`src/rtl/core/gge_pkg.sv`:
```
// Shared types, tables and functions for the garbled gate evaluator
`default_nettype none

package gge_pkg;

    localparam int NUM_KEY_CELLS = 10;
    localparam int NUM_RND_CELLS = 20;

    // input transfer: two wire labels and the four garbled rows
    typedef struct packed {
        logic [63:0] label_a_lo;
        logic [63:0] label_a_hi;
        logic [63:0] label_b_lo;
        logic [63:0] label_b_hi;
        logic [63:0] row0_lo;
        logic [63:0] row0_hi;
        logic [63:0] row1_lo;
        logic [63:0] row1_hi;
        logic [63:0] row2_lo;
        logic [63:0] row2_hi;
        logic [63:0] row3_lo;
        logic [63:0] row3_hi;
    } gate_item_t;

    // result transfer
    typedef struct packed {
        logic [63:0] out_label_lo;
        logic [63:0] out_label_hi;
        logic [1:0]  row_used;
    } result_item_t;

    // payload moving through the key expansion cells
    typedef struct packed {
        logic [127:0] state;
        logic [127:0] key_a;
        logic [127:0] key_b;
        logic [1:0]   row_used;
    } key_item_t;

    // payload moving through the inverse round cells
    typedef struct packed {
        logic [127:0] state;
        logic [127:0] key_cur;
        logic [127:0] key_oth;
        logic [1:0]   row_used;
    } rnd_item_t;

    // byte 0 sits in the top byte of each table
    localparam logic [2047:0] SBOX_VEC = {
        128'h637c777bf26b6fc53001672bfed7ab76,
        128'hca82c97dfa5947f0add4a2af9ca472c0,
        128'hb7fd9326363ff7cc34a5e5f171d83115,
        128'h04c723c31896059a071280e2eb27b275,
        128'h09832c1a1b6e5aa0523bd6b329e32f84,
        128'h53d100ed20fcb15b6acbbe394a4c58cf,
        128'hd0efaafb434d338545f9027f503c9fa8,
        128'h51a3408f929d38f5bcb6da2110fff3d2,
        128'hcd0c13ec5f974417c4a77e3d645d1973,
        128'h60814fdc222a908846eeb814de5e0bdb,
        128'he0323a0a4906245cc2d3ac629195e479,
        128'he7c8376d8dd54ea96c56f4ea657aae08,
        128'hba78252e1ca6b4c6e8dd741f4bbd8b8a,
        128'h703eb5664803f60e613557b986c11d9e,
        128'he1f8981169d98e949b1e87e9ce5528df,
        128'h8ca1890dbfe6426841992d0fb054bb16
    };

    localparam logic [2047:0] INV_SBOX_VEC = {
        128'h52096ad53036a538bf40a39e81f3d7fb,
        128'h7ce339829b2fff87348e4344c4dee9cb,
        128'h547b9432a6c2233dee4c950b42fac34e,
        128'h082ea16628d924b2765ba2496d8bd125,
        128'h72f8f66486689816d4a45ccc5d65b692,
        128'h6c704850fdedb9da5e154657a78d9d84,
        128'h90d8ab008cbcd30af7e45805b8b34506,
        128'hd02c1e8fca3f0f02c1afbd0301138a6b,
        128'h3a9111414f67dcea97f2cfcef0b4e673,
        128'h96ac7422e7ad3585e2f937e81c75df6e,
        128'h47f11a711d29c5896fb7620eaa18be1b,
        128'hfc563e4bc6d279209adbc0fe78cd5af4,
        128'h1fdda8338807c731b11210592780ec5f,
        128'h60517fa919b54a0d2de57a9f93c99cef,
        128'ha0e03b4dae2af5b0c8ebbb3c83539961,
        128'h172b047eba77d626e169146355210c7d
    };

    function automatic logic [7:0] sbox(input logic [7:0] x);
        return SBOX_VEC[{~x, 3'b000} +: 8];
    endfunction

    function automatic logic [7:0] inv_sbox(input logic [7:0] x);
        return INV_SBOX_VEC[{~x, 3'b000} +: 8];
    endfunction

    // round constant used to produce round key j
    function automatic logic [7:0] rcon(input int j);
        logic [7:0] rc;
        unique case (j)
            1:       rc = 8'h01;
            2:       rc = 8'h02;
            3:       rc = 8'h04;
            4:       rc = 8'h08;
            5:       rc = 8'h10;
            6:       rc = 8'h20;
            7:       rc = 8'h40;
            8:       rc = 8'h80;
            9:       rc = 8'h1b;
            10:      rc = 8'h36;
            default: rc = 8'h00;
        endcase
        return rc;
    endfunction

    // rotate, substitute and add round constant on one key word
    function automatic logic [31:0] key_g(input logic [31:0] w, input logic [7:0] rc);
        return {sbox(w[7:0]), sbox(w[31:24]), sbox(w[23:16]), sbox(w[15:8]) ^ rc};
    endfunction

    // next round key
    function automatic logic [127:0] key_fwd(input logic [127:0] k, input logic [7:0] rc);
        logic [31:0] n0, n1, n2, n3;
        n0 = k[31:0] ^ key_g(k[127:96], rc);
        n1 = k[63:32] ^ n0;
        n2 = k[95:64] ^ n1;
        n3 = k[127:96] ^ n2;
        return {n3, n2, n1, n0};
    endfunction

    // previous round key
    function automatic logic [127:0] key_bwd(input logic [127:0] k, input logic [7:0] rc);
        logic [31:0] p0, p1, p2, p3;
        p3 = k[127:96] ^ k[95:64];
        p2 = k[95:64] ^ k[63:32];
        p1 = k[63:32] ^ k[31:0];
        p0 = k[31:0] ^ key_g(p3, rc);
        return {p3, p2, p1, p0};
    endfunction

    function automatic logic [127:0] inv_shift_sub(input logic [127:0] s);
        logic [127:0] t;
        for (int c = 0; c < 4; c++) begin
            for (int r = 0; r < 4; r++) begin
                t[8*(r+4*c) +: 8] = inv_sbox(s[8*(r+4*((c-r+4)%4)) +: 8]);
            end
        end
        return t;
    endfunction

    function automatic logic [7:0] xtime(input logic [7:0] x);
        return {x[6:0], 1'b0} ^ (x[7] ? 8'h1b : 8'h00);
    endfunction

    function automatic logic [127:0] inv_mix(input logic [127:0] s);
        logic [127:0] t;
        logic [7:0]   a1, a2, a4, a8;
        logic [7:0]   m9 [4];
        logic [7:0]   m11 [4];
        logic [7:0]   m13 [4];
        logic [7:0]   m14 [4];
        for (int c = 0; c < 4; c++) begin
            for (int r = 0; r < 4; r++) begin
                a1 = s[8*(4*c+r) +: 8];
                a2 = xtime(a1);
                a4 = xtime(a2);
                a8 = xtime(a4);
                m9[r]  = a8 ^ a1;
                m11[r] = a8 ^ a2 ^ a1;
                m13[r] = a8 ^ a4 ^ a1;
                m14[r] = a8 ^ a4 ^ a2;
            end
            t[8*(4*c+0) +: 8] = m14[0] ^ m11[1] ^ m13[2] ^ m9[3];
            t[8*(4*c+1) +: 8] = m9[0] ^ m14[1] ^ m11[2] ^ m13[3];
            t[8*(4*c+2) +: 8] = m13[0] ^ m9[1] ^ m14[2] ^ m11[3];
            t[8*(4*c+3) +: 8] = m11[0] ^ m13[1] ^ m9[2] ^ m14[3];
        end
        return t;
    endfunction

endpackage

`default_nettype wire

```
`src/rtl/core/gge_key_cell.sv`:
```
// One key expansion cell: advances both label keys by one round
`default_nettype none

module gge_key_cell
    import gge_pkg::*;
#(
    parameter int RND = 1
) (
    input  wire logic      clk,
    input  wire logic      rst_n,
    input  wire logic      up_valid,
    output logic           up_ready,
    input  wire key_item_t up_data,
    output logic           dn_valid,
    input  wire logic      dn_ready,
    output key_item_t      dn_data
);

    logic      valid_reg;
    key_item_t data_reg;
    key_item_t data_next;

    assign up_ready = !valid_reg || dn_ready;
    assign dn_valid = valid_reg;
    assign dn_data  = data_reg;

    // expand both keys; the last cell also whitens the row with key b
    always_comb
    begin
        data_next          = up_data;
        data_next.key_a    = key_fwd(up_data.key_a, rcon(RND));
        data_next.key_b    = key_fwd(up_data.key_b, rcon(RND));
        if (RND == NUM_KEY_CELLS)
        begin
            data_next.state = up_data.state ^ data_next.key_b;
        end
    end

    // stage valid
    always_ff @(posedge clk or negedge rst_n)
    begin
        if (!rst_n)
        begin
            valid_reg <= 1'b0;
        end
        else if (up_ready)
        begin
            valid_reg <= up_valid;
        end
    end

    // stage payload
    always_ff @(posedge clk)
    begin
        if (up_ready && up_valid)
        begin
            data_reg <= data_next;
        end
    end

endmodule

`default_nettype wire

```
`config.mk`:
```
export PLATFORM = sky130hd
export DESIGN_NAME = gge_key_cell
export DESIGN_NICKNAME = d
export VERILOG_FILES = /design/src/rtl/core/gge_pkg.sv /design/src/rtl/core/gge_key_cell.sv
export SDC_FILE = /design/constraint.sdc
export NUM_CORES = 2
export LEC_CHECK = 0
export ABC_AREA = 1
export BUFFER_PORTS_ARGS = -buffer_cell sky130_fd_sc_hd__buf_2
export CORE_ASPECT_RATIO = 1.75
export CORE_MARGIN = 4
export CORE_UTILIZATION = 25
export CTS_BUF_LIST = sky130_fd_sc_hd__clkbuf_4
export DETAILED_ROUTE_END_ITERATION = 10
export GPL_TIMING_DRIVEN = 0
export MAX_ROUTING_LAYER = met4
export PLACE_DENSITY = 0.41
export SYNTH_ARGS = -nofsm -noshare
export SYNTH_HDL_FRONTEND = slang
export SYNTH_SLANG_ARGS = --single-unit
```
`constraint.sdc`:
```
create_clock -name clk -period 33.6 [get_ports clk]
set_input_delay 1.68 -clock clk [delete_from_list [all_inputs] [get_ports clk]]
set_output_delay 1.68 -clock clk [all_outputs]
set_load 0.02 [all_outputs]
```
==> summary.json <==
{
  "floorplan.rows": 194,
  "critical-path-slowest-cell": "sky130_fd_sc_hd__inv_1",
  "outcome": "complete, no violations",
  "fmax_ghz": 0.189,
  "min_period_over_period_pct": 15.8,
  "cts-resized-gates": 0,
  "met3_wirelength_um": 26600,
  "setup_viol": 0,
  "synth_top_area_cells": "sky130_fd_sc_hd__edfxtp_1, sky130_fd_sc_hd__nand3_1, sky130_fd_sc_hd__nand2_1",
  "tritoncts": "built",
  "hp-class": "primary input to async pin",
  "synth_enable_flop_cells": 386,
  "power.static_leakage_uw": 0.0238,
  "synth_top_area_cell": "sky130_fd_sc_hd__edfxtp_1",
  "portBuffers": 760,
  "finalNetCount": 7901,
  "grt_first_pass_wirelength_um": 430000,
  "antenna_found_initial": 36,
  "synth-seq-cells": 387,
  "worst_skew_pair.late_latency_ns": 1.16,
  "tritoncts_num_sinks": 387,
  "critPathMaxStageDelay_ns": 0.62,
  "fin_setup_tns_ns": 0,
  "worst-endpoint-required_ns": 34.34,
  "async_flop_share_pct": 0.258,
  "timing.clock.skew_ns": 0.169,
  "synthTopCellsByCount": "sky130_fd_sc_hd__nand3_1, sky130_fd_sc_hd__nand2_1, sky130_fd_sc_hd__edfxtp_1, sky130_fd_sc_hd__inv_1, sky130_fd_sc_hd__nor2_1",
  "detailed_place_hpwl_um": 254000,
  "start_util_pct": 25.1,
  "dieHeight_um": 538,
  "number_of_buffers_inserted_for_hold_repair_after_clock_tree_synthesis": 0,
  "clock_tree.htree_level_count": 3,
  "critPathLaunchType": "primary input",
  "route.final.wire_length_um": 319000,
  "clkTransAtPathRegs_ns": 0.07,
  "max_cap_viol_count": 0,
  "detailroute.wirelength.met2_um": 153000,
  "critPathArrivalTime_ns": 6.04,
  "cp-end-kind": "register",
  "setup_repair_after_global_routing_missed_its_margin": "no",
  "cts-buffers-inserted": 101,
  "vdd_ir_drop_max_mv": 0.0291,
  "clk_path_buf_depth": 3,
  "drt_pass1_iterations": 7,
  "ys_types": 31,
  "worst-path-buf-inv": 5,
  "coreArea_um2": 160000,
  "synthFlopType": "sky130_fd_sc_hd__edfxtp_1",
  "wirelength_met1_um": 105000,
  "grt_pass1_vias": 53699,
  "final_count_of_pins_violating_max_slew": 0,
  "vias_per_cell": 5.81,
  "place_congestion": 1.09,
  "synth.net_count": 7021,
  "gate_count_of_the_mapped_netlist": 6511,
  "power_per_cell_area_nw_per_um2": 38.3,
  "grt_max_degree": 29,
  "synth_warnings": 0,
  "crit_type": "primary input to register",
  "post-route-min-period_ns": 5.30,
  "synth_seq_area_share_pct": 28.9,
  "cp_cell_sequence": "buf_2, inv_1, ha_1, buf_2, inv_1, nand2_1, nand2_1, inv_1, nand2_1, nand3_1, nand2_1, nand3_1, nand3_1, nand2_1, nand2_1, nand2_1, nand2_1, nand2_1, nand2_1, nand3_1, nand2_1",
  "cts.repair_timing.setup_buffer_count": 0,
  "p_total_uw": 1850,
  "num_io_pins": 778,
  "gr-usage-all-layers_pct": 37.3,
  "timing.critical_path.mode_cell": "sky130_fd_sc_hd__nand2_1",
  "timing_worst_slew_pin_value_ns": 1.29,
  "clock_tree_root": "sky130_fd_sc_hd__clkbuf_4",
  "timing.critical_path.max_delay_family": "simple AND/OR/NAND/NOR gates",
  "share_of_final_layout_standard_cells_stronger_than_drive_strength_1_pct": 17.5,
  "post_drt_wl_per_cell_um": 33.3,
  "final_antenna_net_count": 0,
  "synthDominantCellAreaShare_pct": 28.9,
  "avgSynthCellArea_um2": 6.16,
  "cell_area_after_synthesis_um2": 40100,
  "critPathMaxFanout": 14,
  "max_slew_margin_pct": 12.8,
  "grt.overflow.total": 0,
  "flow.area_growth_from_synthesis_pct": 20.6,
  "post_route_drc_violation_count": 0,
  "dr.first_iter.drc_count": 6566,
  "hold_viol_final": 0,
  "dieArea_um2": 167000,
  "total_number_of_vias": 55557,
  "top_sig_layer": "met4",
  "synth_most_common_cell": "sky130_fd_sc_hd__nand3_1",
  "die_w_um": 311
}
-- path summary, 6_finish.rpt --
check	from	endpoint	slack, ns	cells after the start
max in group asynchronous	rst_n	dn_valid$_DFFE_PN0N_	33.06	1
worst max-delay path	up_data[107]	dn_data[105]$_DFFE_PP_	28.30	21
worst min-delay path	rst_n	dn_valid$_DFFE_PN0N_	0.45	1
worst min register to register	dn_valid$_DFFE_PN0N_	dn_valid$_DFFE_PN0N_	0.58	2
min in group clk	dn_valid$_DFFE_PN0N_	dn_valid$_DFFE_PN0N_	0.58	2
worst max register to register	dn_valid$_DFFE_PN0N_	dn_data[53]$_DFFE_PP_	30.81	8
-- cell type report --
type	instances	area [um2]
Tap cell	2058	2570
Timing Repair Buffer	777	4190
Antenna cell	41	103
Buffer	378	1980
Fill cell	18245	111000
Inverter	414	1570
Multi-Input combinational cell	5332	25000
Sequential cell	387	11600
Clock buffer	139	1040
Clock inverter	44	342
-- layer usage --
| metal | global-route usage (%) | vias up |
|---|---|---|
| li1 | - | 24005 |
| met1 | 36.4 | 26025 |
| met2 | 63.7 | 4024 |
| met3 | 7.93 | 1503 |
| met4 | 31.4 | 0 |
| met5 | - | - |
-- kinds of logic after synthesis --
family / Yosys count / share of synthesized area, %
DFF: 387 / 28.9
and+or+nand+nor: 4875 / 53.8
buffers and inverters: 792 / 8.85
AOI/OAI and AO/OA: 337 / 4.71
adders and majority gates: 120 / 3.74
-- metrics by stage --
stage | worst slack [ns] | instance area (um2) | util [%] | hold WS [ns] | std cells
after detailed placement | 27.64 | 46900 | 29.4 | 0.576 | 9346
after global placement | 1.51 | 46500 | 29.1 | 0.490 | 9329
after global routing | 28.35 | 48400 | 30.3 | 0.332 | 9564
after CTS | 28.76 | 48300 | 30.2 | 0.321 | 9529
final | 28.30 | 48400 | 30.3 | 0.452 | 9570
after floorplan | 12.13 | 40100 | - | 0.768 | 6511
-- worst reg2reg max path, delay by kind of cell (launching register included) --
kind	cells	cell delay [ns]
buffers and inverters	7	1.54
AO/OA/AOI/OAI	1	0.51
flip-flops	1	0.42
-- flip-flops by register name, summed over array words and instances (netlist names) --
signal and count:
dn_valid 1, dn_data 386
-- cells in the final DEF (no fill, tap or decap), types with 24 or more instances in the layout --
master	netlist	final
sky130_fd_sc_hd__nor2_1	298	298
sky130_fd_sc_hd__inv_2	30	31
sky130_fd_sc_hd__buf_6	26	26
sky130_fd_sc_hd__nand3_1	2234	2234
sky130_fd_sc_hd__o21ai_0	71	71
sky130_fd_sc_hd__buf_2	159	919
sky130_fd_sc_hd__nand2_2	46	46
sky130_fd_sc_hd__a21oi_1	182	181
sky130_fd_sc_hd__nor2_2	33	33
sky130_fd_sc_hd__buf_4	42	42
sky130_fd_sc_hd__diode_2	0	41
sky130_fd_sc_hd__ha_1	120	120
sky130_fd_sc_hd__clkinv_1	12	36
sky130_fd_sc_hd__edfxtp_1	386	386
sky130_fd_sc_hd__inv_1	366	366
sky130_fd_sc_hd__clkbuf_1	97	97
sky130_fd_sc_hd__clkbuf_4	0	139
sky130_fd_sc_hd__buf_1	53	53
sky130_fd_sc_hd__o211ai_1	43	43
sky130_fd_sc_hd__nand4_1	24	24
sky130_fd_sc_hd__nand2_1	2190	2190
sky130_fd_sc_hd__nand3b_1	33	33
-- power by group --
part | internal (uW) | switching, uW | total (uW)
Combinational | 197 | 592 | 789
Clock | 233 | 236 | 469
Sequential | 583 | 10.7 | 593
(Power assumes the default switching activity.)
